<file path="src/hw/rtl/osft_pkg.sv">
// Shared types and constants for the object slot table with free list.
// Holds transfer payload structs, operation and status codes, and the
// command and status structs between controller and datapath.
`default_nettype none

package osft_pkg;

    // Operation codes carried in the input transfer
    typedef enum logic [1:0] {
        OP_ADD    = 2'd0,
        OP_REMOVE = 2'd1,
        OP_NEXT   = 2'd2
    } t_op;

    // Result status codes
    localparam logic [2:0] ST_OK       = 3'd0;
    localparam logic [2:0] ST_FULL     = 3'd1;
    localparam logic [2:0] ST_IGNORED  = 3'd2;
    localparam logic [2:0] ST_NONE     = 3'd3;
    localparam logic [2:0] ST_OVERFLOW = 3'd4;

    // Fixed field widths of the transfer payloads
    localparam int unsigned SLOT_IN_W  = 11;
    localparam int unsigned SLOT_OUT_W = 10;
    localparam int unsigned NEXT_W     = 11;
    localparam int unsigned HANDLE_W   = 64;

    typedef struct packed {
        logic [1:0]            operation;
        logic [HANDLE_W-1:0]   handle;
        logic [SLOT_IN_W-1:0]  slot;
    } t_in_item;

    typedef struct packed {
        logic [2:0]            status;
        logic [SLOT_OUT_W-1:0] slot_out;
        logic [HANDLE_W-1:0]   handle_out;
        logic [NEXT_W-1:0]     next_slot;
    } t_out_item;

    // Controller states
    typedef enum logic [1:0] {
        S_IDLE,
        S_POP,
        S_SCAN
    } t_state;

    // Entry store write selection
    typedef enum logic [1:0] {
        EW_NONE,
        EW_FILL,
        EW_POP,
        EW_CLEAR
    } t_ent_wr;

    // Result selection
    typedef enum logic [2:0] {
        RES_ADD_FILL,
        RES_ADD_POP,
        RES_FULL,
        RES_IGNORED,
        RES_REM_OK,
        RES_OVERFLOW,
        RES_NONE,
        RES_HIT
    } t_res_sel;

    // Controller to datapath commands
    typedef struct packed {
        logic     capture;
        t_ent_wr  ent_wr;
        logic     ent_rd_next;
        logic     q_push;
        logic     q_pop;
        logic     fill_inc;
        logic     scan_load;
        logic     scan_adv;
        logic     res_load;
        t_res_sel res_sel;
    } t_dp_cmd;

    // Datapath to controller status
    typedef struct packed {
        logic q_empty;
        logic q_full;
        logic tbl_full;
        logic slot_ge_fill;
        logic hit;
        logic scan_last;
    } t_dp_stat;

endpackage

`default_nettype wire

</file>
<file path="src/hw/rtl/osft_ctrl.sv">
// Controller state machine: decodes operations and sequences the datapath.
// Uses osft_pkg command, status and state types.
`default_nettype none

module osft_ctrl (
    input  wire                i_clk,
    input  wire                i_rst_n,
    input  wire                i_start,
    input  wire [1:0]          i_op,
    input  osft_pkg::t_dp_stat i_stat,
    output osft_pkg::t_dp_cmd  o_cmd,
    output logic               o_busy
);

    osft_pkg::t_state r_state, n_state;

    // Hold state
    always_ff @(posedge i_clk) begin
        if (!i_rst_n) begin
            r_state <= osft_pkg::S_IDLE;
        end else begin
            r_state <= n_state;
        end
    end

    assign o_busy = (r_state != osft_pkg::S_IDLE);

    // Next state and datapath commands
    always_comb begin
        n_state     = r_state;
        o_cmd       = '0;
        o_cmd.ent_wr  = osft_pkg::EW_NONE;
        o_cmd.res_sel = osft_pkg::RES_REM_OK;
        unique case (r_state)
            osft_pkg::S_IDLE: begin
                if (i_start) begin
                    o_cmd.capture = 1'b1;
                    unique case (i_op)
                        osft_pkg::OP_ADD: begin
                            if (!i_stat.q_empty) begin
                                // reuse the oldest freed slot
                                o_cmd.q_pop = 1'b1;
                                n_state     = osft_pkg::S_POP;
                            end else if (!i_stat.tbl_full) begin
                                o_cmd.ent_wr   = osft_pkg::EW_FILL;
                                o_cmd.fill_inc = 1'b1;
                                o_cmd.res_load = 1'b1;
                                o_cmd.res_sel  = osft_pkg::RES_ADD_FILL;
                            end else begin
                                o_cmd.res_load = 1'b1;
                                o_cmd.res_sel  = osft_pkg::RES_FULL;
                            end
                        end
                        osft_pkg::OP_REMOVE: begin
                            o_cmd.res_load = 1'b1;
                            if (i_stat.slot_ge_fill) begin
                                o_cmd.res_sel = osft_pkg::RES_IGNORED;
                            end else if (i_stat.q_full) begin
                                // clear but drop the queue push
                                o_cmd.ent_wr  = osft_pkg::EW_CLEAR;
                                o_cmd.res_sel = osft_pkg::RES_OVERFLOW;
                            end else begin
                                o_cmd.ent_wr  = osft_pkg::EW_CLEAR;
                                o_cmd.q_push  = 1'b1;
                                o_cmd.res_sel = osft_pkg::RES_REM_OK;
                            end
                        end
                        osft_pkg::OP_NEXT: begin
                            if (i_stat.slot_ge_fill) begin
                                o_cmd.res_load = 1'b1;
                                o_cmd.res_sel  = osft_pkg::RES_NONE;
                            end else begin
                                o_cmd.scan_load = 1'b1;
                                n_state         = osft_pkg::S_SCAN;
                            end
                        end
                        default: begin
                            // unused code: no result, no change
                            o_cmd.capture = 1'b1;
                        end
                    endcase
                end
            end
            osft_pkg::S_POP: begin
                o_cmd.ent_wr   = osft_pkg::EW_POP;
                o_cmd.res_load = 1'b1;
                o_cmd.res_sel  = osft_pkg::RES_ADD_POP;
                n_state        = osft_pkg::S_IDLE;
            end
            osft_pkg::S_SCAN: begin
                if (i_stat.hit) begin
                    o_cmd.res_load = 1'b1;
                    o_cmd.res_sel  = osft_pkg::RES_HIT;
                    n_state        = osft_pkg::S_IDLE;
                end else if (i_stat.scan_last) begin
                    o_cmd.res_load = 1'b1;
                    o_cmd.res_sel  = osft_pkg::RES_NONE;
                    n_state        = osft_pkg::S_IDLE;
                end else begin
                    // fetch the following entry
                    o_cmd.scan_adv    = 1'b1;
                    o_cmd.ent_rd_next = 1'b1;
                end
            end
            default: begin
                n_state = osft_pkg::S_IDLE;
            end
        endcase
    end

endmodule

`default_nettype wire

</file>
<file path="config.mk">
export PLATFORM = sky130hd
export DESIGN_NAME = osft_ctrl
export DESIGN_NICKNAME = d
export VERILOG_FILES = /design/src/hw/rtl/osft_pkg.sv /design/src/hw/rtl/osft_ctrl.sv
export SDC_FILE = /design/constraint.sdc
export NUM_CORES = 1
export LEC_CHECK = 0
export BUFFER_PORTS_ARGS = -buffer_cell sky130_fd_sc_hd__buf_2
export CORE_AREA = 3 3 40 42
export CTS_CLUSTER_SIZE = 25
export DETAILED_ROUTE_END_ITERATION = 12
export DIE_AREA = 0 0 43 45
export SLEW_MARGIN = 5
export SYNTH_ARGS = -nofsm -noshare
export SYNTH_HDL_FRONTEND = slang
export SYNTH_SLANG_ARGS = --single-unit
</file>
<file path="constraint.sdc">
create_clock -name i_clk -period 1.2 [get_ports i_clk]
set_input_delay 0.12 -clock i_clk [delete_from_list [all_inputs] [get_ports i_clk]]
set_output_delay 0.12 -clock i_clk [all_outputs]
set_load 0.01 [all_outputs]
</file>
# Yosys cells after proc, flatten, opt, wreduce, memory -nomap -nowiden
# Cells that the tools add are included.
dict set report op_classes {
  add_sub_neg 0
  multipliers 0
  div_mod_pow 0
  order_cmp 0
  n_eq_ne 9
  shift 0
  muxes 38
  n_bitwise 0
  n_reduce_logical 4
}
# op n
set ops {}
lappend ops {{two-way mux 4 bit} 7}
lappend ops {{one-hot mux 4 bit (3 select lines)} 2}
lappend ops {{two-way mux 2 bit} 8}
lappend ops {{one-hot mux 2 bit (2 select lines)} 4}
lappend ops {{two-way mux 1 bit} 15}
lappend ops {{inequality test 3 bit, second input constant} 3}
lappend ops {{two-way mux 3 bit} 2}
lappend ops {{AND reduction 5 bit} 1}
lappend ops {{equality test 2 x 1 -> 1 bit, second input constant} 2}
lappend ops {{equality test 2 bit, second input constant} 2}
lappend ops {{zero test 2 bit} 2}
lappend ops {{inequality test 3 x 1 -> 1 bit, second input constant} 1}
lappend ops {{inequality test 2 bit, second input constant} 1}
lappend ops {{nonzero test 2 bit} 1}
dict set report word_totals {
  register_bits 2
  latch_bits 0
  ramBits 0
  romBits 0
  input_bits 11
  output_inout_bits 14
  elab_cells 52
  n_memories 0
}

# Logic depth before layout (Yosys ltp)
# Gate-level depths: netlist of run 1.
dict set report logic_depth {
  ltp_word 5
  mapped_depth 4
  mapped_depth_nobuf 3
}

# Least setup slack after synthesis of run 1
# OpenSTA, ideal clock, no wires.
dict set report synth_timing {
  path_type {register -> output}
  start {register r_state[1]}
  end {output o_cmd[9] (netlist bit)}
  arrival_time_ns 1.010
  required_ns 1.080
  slack_ns 0.070
  stages_incl_launch_ff 5
  path_buffers 2
  path_cell_list {dfxtp_1 -> buf_2 -> nor2b_1 -> and2_1 -> buf_4}
}
# element line
set synth_lines {}
lappend synth_lines {{start: declaration} osft_ctrl.sv:15} ;# osft_pkg::t_state r_state, n_state;
lappend synth_lines {{start signal: assignment} osft_ctrl.sv:20} ;# r_state <= osft_pkg::S_IDLE;
lappend synth_lines {{start signal: assignment} osft_ctrl.sv:22} ;# r_state <= n_state;
lappend synth_lines {{end: declaration} osft_ctrl.sv:11} ;# output osft_pkg::t_dp_cmd o_cmd,

==> run metrics, run 1 <==
die footprint 1935 µm²; Overall Power 0.3666 mW; Gate Count Post-Synth 49; sequential cell area fraction in the yosys report 11.90%; synth cell count leaders nor2_1, inv_1, nand2_1, nand2b_1, a21oi_1; number of global-route vias before repair 356; maxcap violations 0; count of different cell masters after synthesis 29; Final Hold Fails 0; Final min period 1.278 ns; Hold Crit Start i_stat[5]; post-synthesis register bit count 2; Reg with most FFs r_state; Place WS 0.03001 ns; Worst Hold End r_state[0]; failing checks negative setup slack; antenna viol nets, final 0; hold crit path type in -> reg; area growth from synthesis to layout 67.66%; final wirelength 1027 µm; Max H-tree Level 1; Worst Reg-to-Reg Cells 4; Syn Nets 60; fmax 782.7 MHz; CP startpoint kind flop; crit path kind reg -> out; Fin Setup TNS -0.1676 ns; clk root buf clkbuf_4; Setup WS post-layout -0.07768 ns; Slew headroom between 70% and 80%; CP Data Required Time between 1 and 1.5 ns; Core Area about 1300 µm²; worst vdd ir 0.0003233 V; drt first pass iters 4; clk buf depth 2; synth warn 0; top_reg_cell synth dfxtp_1; # setup viols final 5; Starting Density between 20% and 30%; RSZ-0062 raised after global routing true; largest net degree at the start of global routing 12; Final GP Congestion just under 0.8; clock skew between 0.01 and 0.015 ns; Slew Viols, Final 0; actual slew at the worst max-slew pin 0.3372 ns; via count 430; EDFF count, synth 0; cell row count 13; area leader, netlist dfxtp_1; FF-to-FF End r_state[0]; detailed router's first-iteration violation count 5; share of cells above drive strength 1 ~64%; CP endpoint kind primary output; Avg WL per Cell about 11 µm; Finished Layout Cells 90; Regs by FF count r_state (2); Critical Path Fanout Max 5; area share of the leading cell type in the synthesized netlist 11.90%; top-count cell post-synth nor2_1; period utilisation layout 106.5%; r2r startpoint r_state[0]; initial antenna violation count 0; CTS Buf Count 3; GRT Util Overall 11.86%; Reg2Reg Setup Slack roughly 0.15 ns; WP data arrival 1.16 ns; power per cell area between 600 and 700 nW/µm²; Reg clk slew, reported paths 0.03 ns; Leakage Power approximately 0.28 nW; Inserted Diodes 0; CTS tree built; Skew-Pair Late Insertion Delay between 0.2 and 0.25 ns; # port buffers 24; top cells by area, synth dfxtp_1, nand2b_1, nor2_1; DP Cell Count between 80 and 90; total grt overflow 0; hpwl dp 752.4 µm; top-level port count 25; NumNets Final 88; Avg Cell Area, Syn between 6 and 7 µm²; Die H 45 µm; mapped cell area 336.6 µm²; status finished, violations left; Largest register FFs 2; Die X-Extent around 43 µm; Via density ~4.8; global-route wire length before repair 1607 µm; Clock Sinks 2; Hold Path Stages 2; drt drc 0; asr flop ratio synth 0%
-- repair_timing --
action | CTS | global route
pin swaps | 5 | 4
hold buffers | 0 | 0
cloned | 0 | 0
buffers inserted | 2 | 0
resized for setup | 14 | 7
endpoints found under the setup margin | 9 | 11
-- placed cells by master, fill, tap and decap left out, drive strengths merged --
cell     count
a211o        1
a211oi       1
a21boi       1
a21oi        3
a22o         1
a31oi        1
and2         2
buf         27
clkbuf       3
dfxtp        2
inv          4
nand2        5
nand2b       4
nand3        1
nand4b       1
nor2         6
nor2b        3
nor3         2
nor4b        1
o2111ai      1
o21bai       1
o31ai        1
o32ai        1
or2          1
xnor2        1
-- metrics by stage --
stage	utilization, %	instance area (µm²)	hold slack, ns
2_1_floorplan	-	336.6	0.1935
6_report	43.91	564.3	0.1113
5_1_grt	43.91	564.3	0.1200
3_5_place_dp	35.15	451.7	0.3550
4_1_cts	42.06	540.5	0.1045
3_3_place_gp	35.15	451.7	0.3579
-- worst max path at each step --
stage,startpoint,end,slack (ns)
after floorplan,r_state[1],o_cmd[9],0.07
after global placement,i_op[0],o_cmd[1],0.04
after detailed placement,i_op[0],o_cmd[1],0.03
after CTS,r_state[0],o_cmd[3],-0.06
after global routing,r_state[0],o_cmd[1],-0.11
final,r_state[0],o_cmd[3],-0.08
-- critical path: stages (launching register included) --
cell     delay, ns
dfxtp_4       0.36
nor2b_2       0.17
a211o_1       0.26
buf_2         0.14
-- cells by family (layout without fill, tap and decap cells) --
logic type      Yosys count  count (layout)  synth area share (%)
compound gates           12              12                 25.66
simple gates             26              26                 46.09
xor+xnor                  1               1                 2.603
flops                     2               2                 11.90
buf+inv                   8              34                 13.75
-- per-layer routing --
metal	share of wire, %	global-route usage (%)	vias up
met4	3.0	7.229	0
met2	41	16.77	27
li1	-	-	219
met1	44	14.29	180
met3	12	5.976	4
met5	0	0	-
-- where the power goes --
group          total [mW]  leakage, nW  internal (mW)  switching [mW]
Sequential         0.0676       0.0178         0.0647         0.00299
Combinational       0.132        0.249         0.0618          0.0703
Clock               0.167       0.0138          0.112          0.0552
Total               0.367        0.281          0.238           0.129
-- layout make-up --
class                      count  area [µm²]
clock buffer                   3       22.52
timing repair buffer          27       158.9
inverter                       4       15.01
multi-input combinational     39       301.5
fill                         135       720.7
tap                           15       18.77
sequential                     2       47.55
Note: power is estimated with default switching activity, not from simulation.
==> run 2: changes to the inputs <==
--- a/config.mk
+++ b/config.mk
@@ -6,10 +6,14 @@
 export NUM_CORES = 1
 export LEC_CHECK = 0
 export BUFFER_PORTS_ARGS = -buffer_cell sky130_fd_sc_hd__buf_2
-export CORE_AREA = 3 3 40 42
+export CELL_PAD_IN_SITES_DETAIL_PLACEMENT = 2
+export CELL_PAD_IN_SITES_GLOBAL_PLACEMENT = 2
+export CORE_MARGIN = 3
+export CORE_UTILIZATION = 19
+export CTS_BUF_LIST = sky130_fd_sc_hd__clkbuf_8
 export CTS_CLUSTER_SIZE = 25
 export DETAILED_ROUTE_END_ITERATION = 12
-export DIE_AREA = 0 0 43 45
+export PLACE_DENSITY_LB_ADDON = 0.1
 export SLEW_MARGIN = 5
 export SYNTH_ARGS = -nofsm -noshare
 export SYNTH_HDL_FRONTEND = slang
==> run metrics, run 2 (synthesis results as in run 1) <==
Avg WL per Cell 12.99 µm (+14%); Via density 4.560 (-4.6%); drt first pass iters 2 (-2); Final Hold Fails 0 (unchanged); Fin Setup TNS -0.03997 ns (+0.1276 ns); period utilisation layout 102.2% (-4.3 points); Finished Layout Cells 100 (+11%); Slew headroom 77.99% (+0.54 points); clk root buf clkbuf_8; hpwl dp 1087 µm (+44%); Max H-tree Level 1 (unchanged); Clock Sinks 2 (unchanged); Placed Area 470.5 µm² (+4.2%); Starting Density 21.11% (-5.1 points); number of global-route vias before repair 454 (+28%); NumNets Final 89 (+1.1%); CP max-delay cell dfxtp_4; Final min period 1.226 ns (-0.05138 ns); via count 456 (+6.0%); Worst path max stage delay 0.39 ns (+0.03 ns); CP Data Required Time 1.08 ns (about the same); crit path kind reg -> out; Reg clk slew, reported paths 0.03 ns (about the same); Largest register FFs 2 (unchanged); CP startpoint kind flop; antenna viol nets, final 0 (unchanged); Hold Crit Start i_rst_n; fmax 815.5 MHz (+4.2%); CTS Buf Count 3 (unchanged); Net Sw Power 0.1299 mW (+1.1%); Die H 48.09 µm (+6.9%); Place WS 0.02100 ns (-0.009016 ns); critical path launch point r_state[1]; CP delay by family, top flip-flops; die footprint 2313 µm² (+20%); clk buf depth 2 (unchanged); r2r startpoint r_state[0]; Sw Share 27.57% (-7.5 points); clock network power share 55.6% (+10 points); Critical Path Fanout Max 6 (+1); # setup viols final 2 (-3); cell row count 14 (+1); detailed router's first-iteration violation count 3 (-2); initial antenna violation count 0 (unchanged); Final GP Congestion 0.7593 (-2.8%); clock skew 0.0005152 ns (-0.01064 ns); status finished, violations left; worst vdd ir 0.0003266 V (+1.0%); actual slew at the worst max-slew pin 0.3291 ns (-0.008107 ns); total grt overflow 0 (unchanged); failing checks negative setup slack; final wirelength 1299 µm (+26%); Die X-Extent 48.09 µm (+12%); design area 610.6 µm² (+8.2%); Regs by FF count r_state (2); GRT Util Overall 12.44% (+0.59 points); share of cells above drive strength 1 61.84% (-2.2 points); power per cell area 771.9 nW/µm² (+19%); critical path buffer and inverter count 1 (unchanged); global-route wire length before repair 2063 µm (+28%); CTS tree built; WP data arrival 1.11 ns (-0.05 ns); Leakage Power 0.2927 nW (+4.3%); DP Cell Count 95 (+12%); Final Util 38.30% (-5.6 points); Slew Viols, Final 0 (unchanged); largest net degree at the start of global routing 8 (-4); hold crit path type in -> reg; drt drc 0 (unchanged); crit-path cells nor2_4 > and2_4 > a22o_1 > buf_2; area growth from synthesis to layout 81.41%; Seq pwr share 14.4% (-4.1 points); Inserted Diodes 0 (unchanged); RSZ-0062 raised after global routing true; CP endpoint kind primary output; Comb power frac 30.0% (-6.0 points); Skew-Pair Late Insertion Delay 0.21 ns (-0.03 ns); top-level port count 25 (unchanged); Reg2Reg Setup Slack 0.14 ns (about the same); Reg with most FFs r_state; Hold-fix buffers, CTS 0 (unchanged); maxcap violations 0 (unchanged); Core Area 1594 µm² (+24%); commonest non-fill, non-tap cell in the layout buf_2; internal power 0.3414 mW (+43%); Setup WS post-layout -0.02630 ns (+0.05138 ns); # port buffers 24 (unchanged)
-- run 2: power by group through the flow --
stage | logic [mW] | clock network [mW] | registers, mW
after detailed placement | 0.125 | 0 | 0.0712
after global routing | 0.156 | 0.283 | 0.0682
final | 0.141 | 0.262 | 0.0678
after floorplan | 0.0739 | 0 | 0.0698
after CTS | 0.136 | 0.271 | 0.0678
after global placement | 0.124 | 0 | 0.0710
-- run 2: cell type report --
class                           count  area (µm²)
Clock buffer                        3       41.29
Inverter                            4       15.01
Sequential cell                     2       47.55
Multi-Input combinational cell     39       307.8
Timing Repair Buffer               28       168.9
Tap cell                           24       30.03
Fill cell                         196       983.4
-- run 2: routing by layer --
layer  GRT usage (%)  vias up  routed length [µm]
met2           20.84       16                 646
met3           2.583        0                  68
met1           16.81      218                 584
met5               0        -                   0
met4           1.613        0                   0
li1                -      222                   -
-- run 2: final timing paths --
kind,cells past startpoint,endpoint
max,4,o_cmd[1]
min,3,r_state[1]
max reg2reg,4,r_state[0]
min reg2reg,2,r_state[1]
-- run 2: what timing repair did --
| item | CTS | global route |
|---|---|---|
| pin swaps | 3 | 3 |
| setup endpoints to repair | 9 | 10 |
| gates cloned | 0 | 0 |
| buffers inserted | 1 | 1 |
| gates resized for setup | 14 | 8 |
-- run 2: worst min-delay path: cells and delay by family --
family / cells / cell delay, ns
AO/OA/AOI/OAI: 1 / 0.04
buffers and inverters: 1 / 0.10
AND/OR/NAND/NOR: 1 / 0.06
-- run 2: per-stage QoR --
| stage | hold slack, ns | total power [mW] |
|---|---|---|
| after floorplan | 0.1935 | 0.1438 |
| after global placement | 0.3742 | 0.1948 |
| after detailed placement | 0.3694 | 0.1959 |
| after CTS | 0.1477 | 0.4747 |
| after global routing | 0.1465 | 0.5071 |
| final | 0.1491 | 0.4713 |
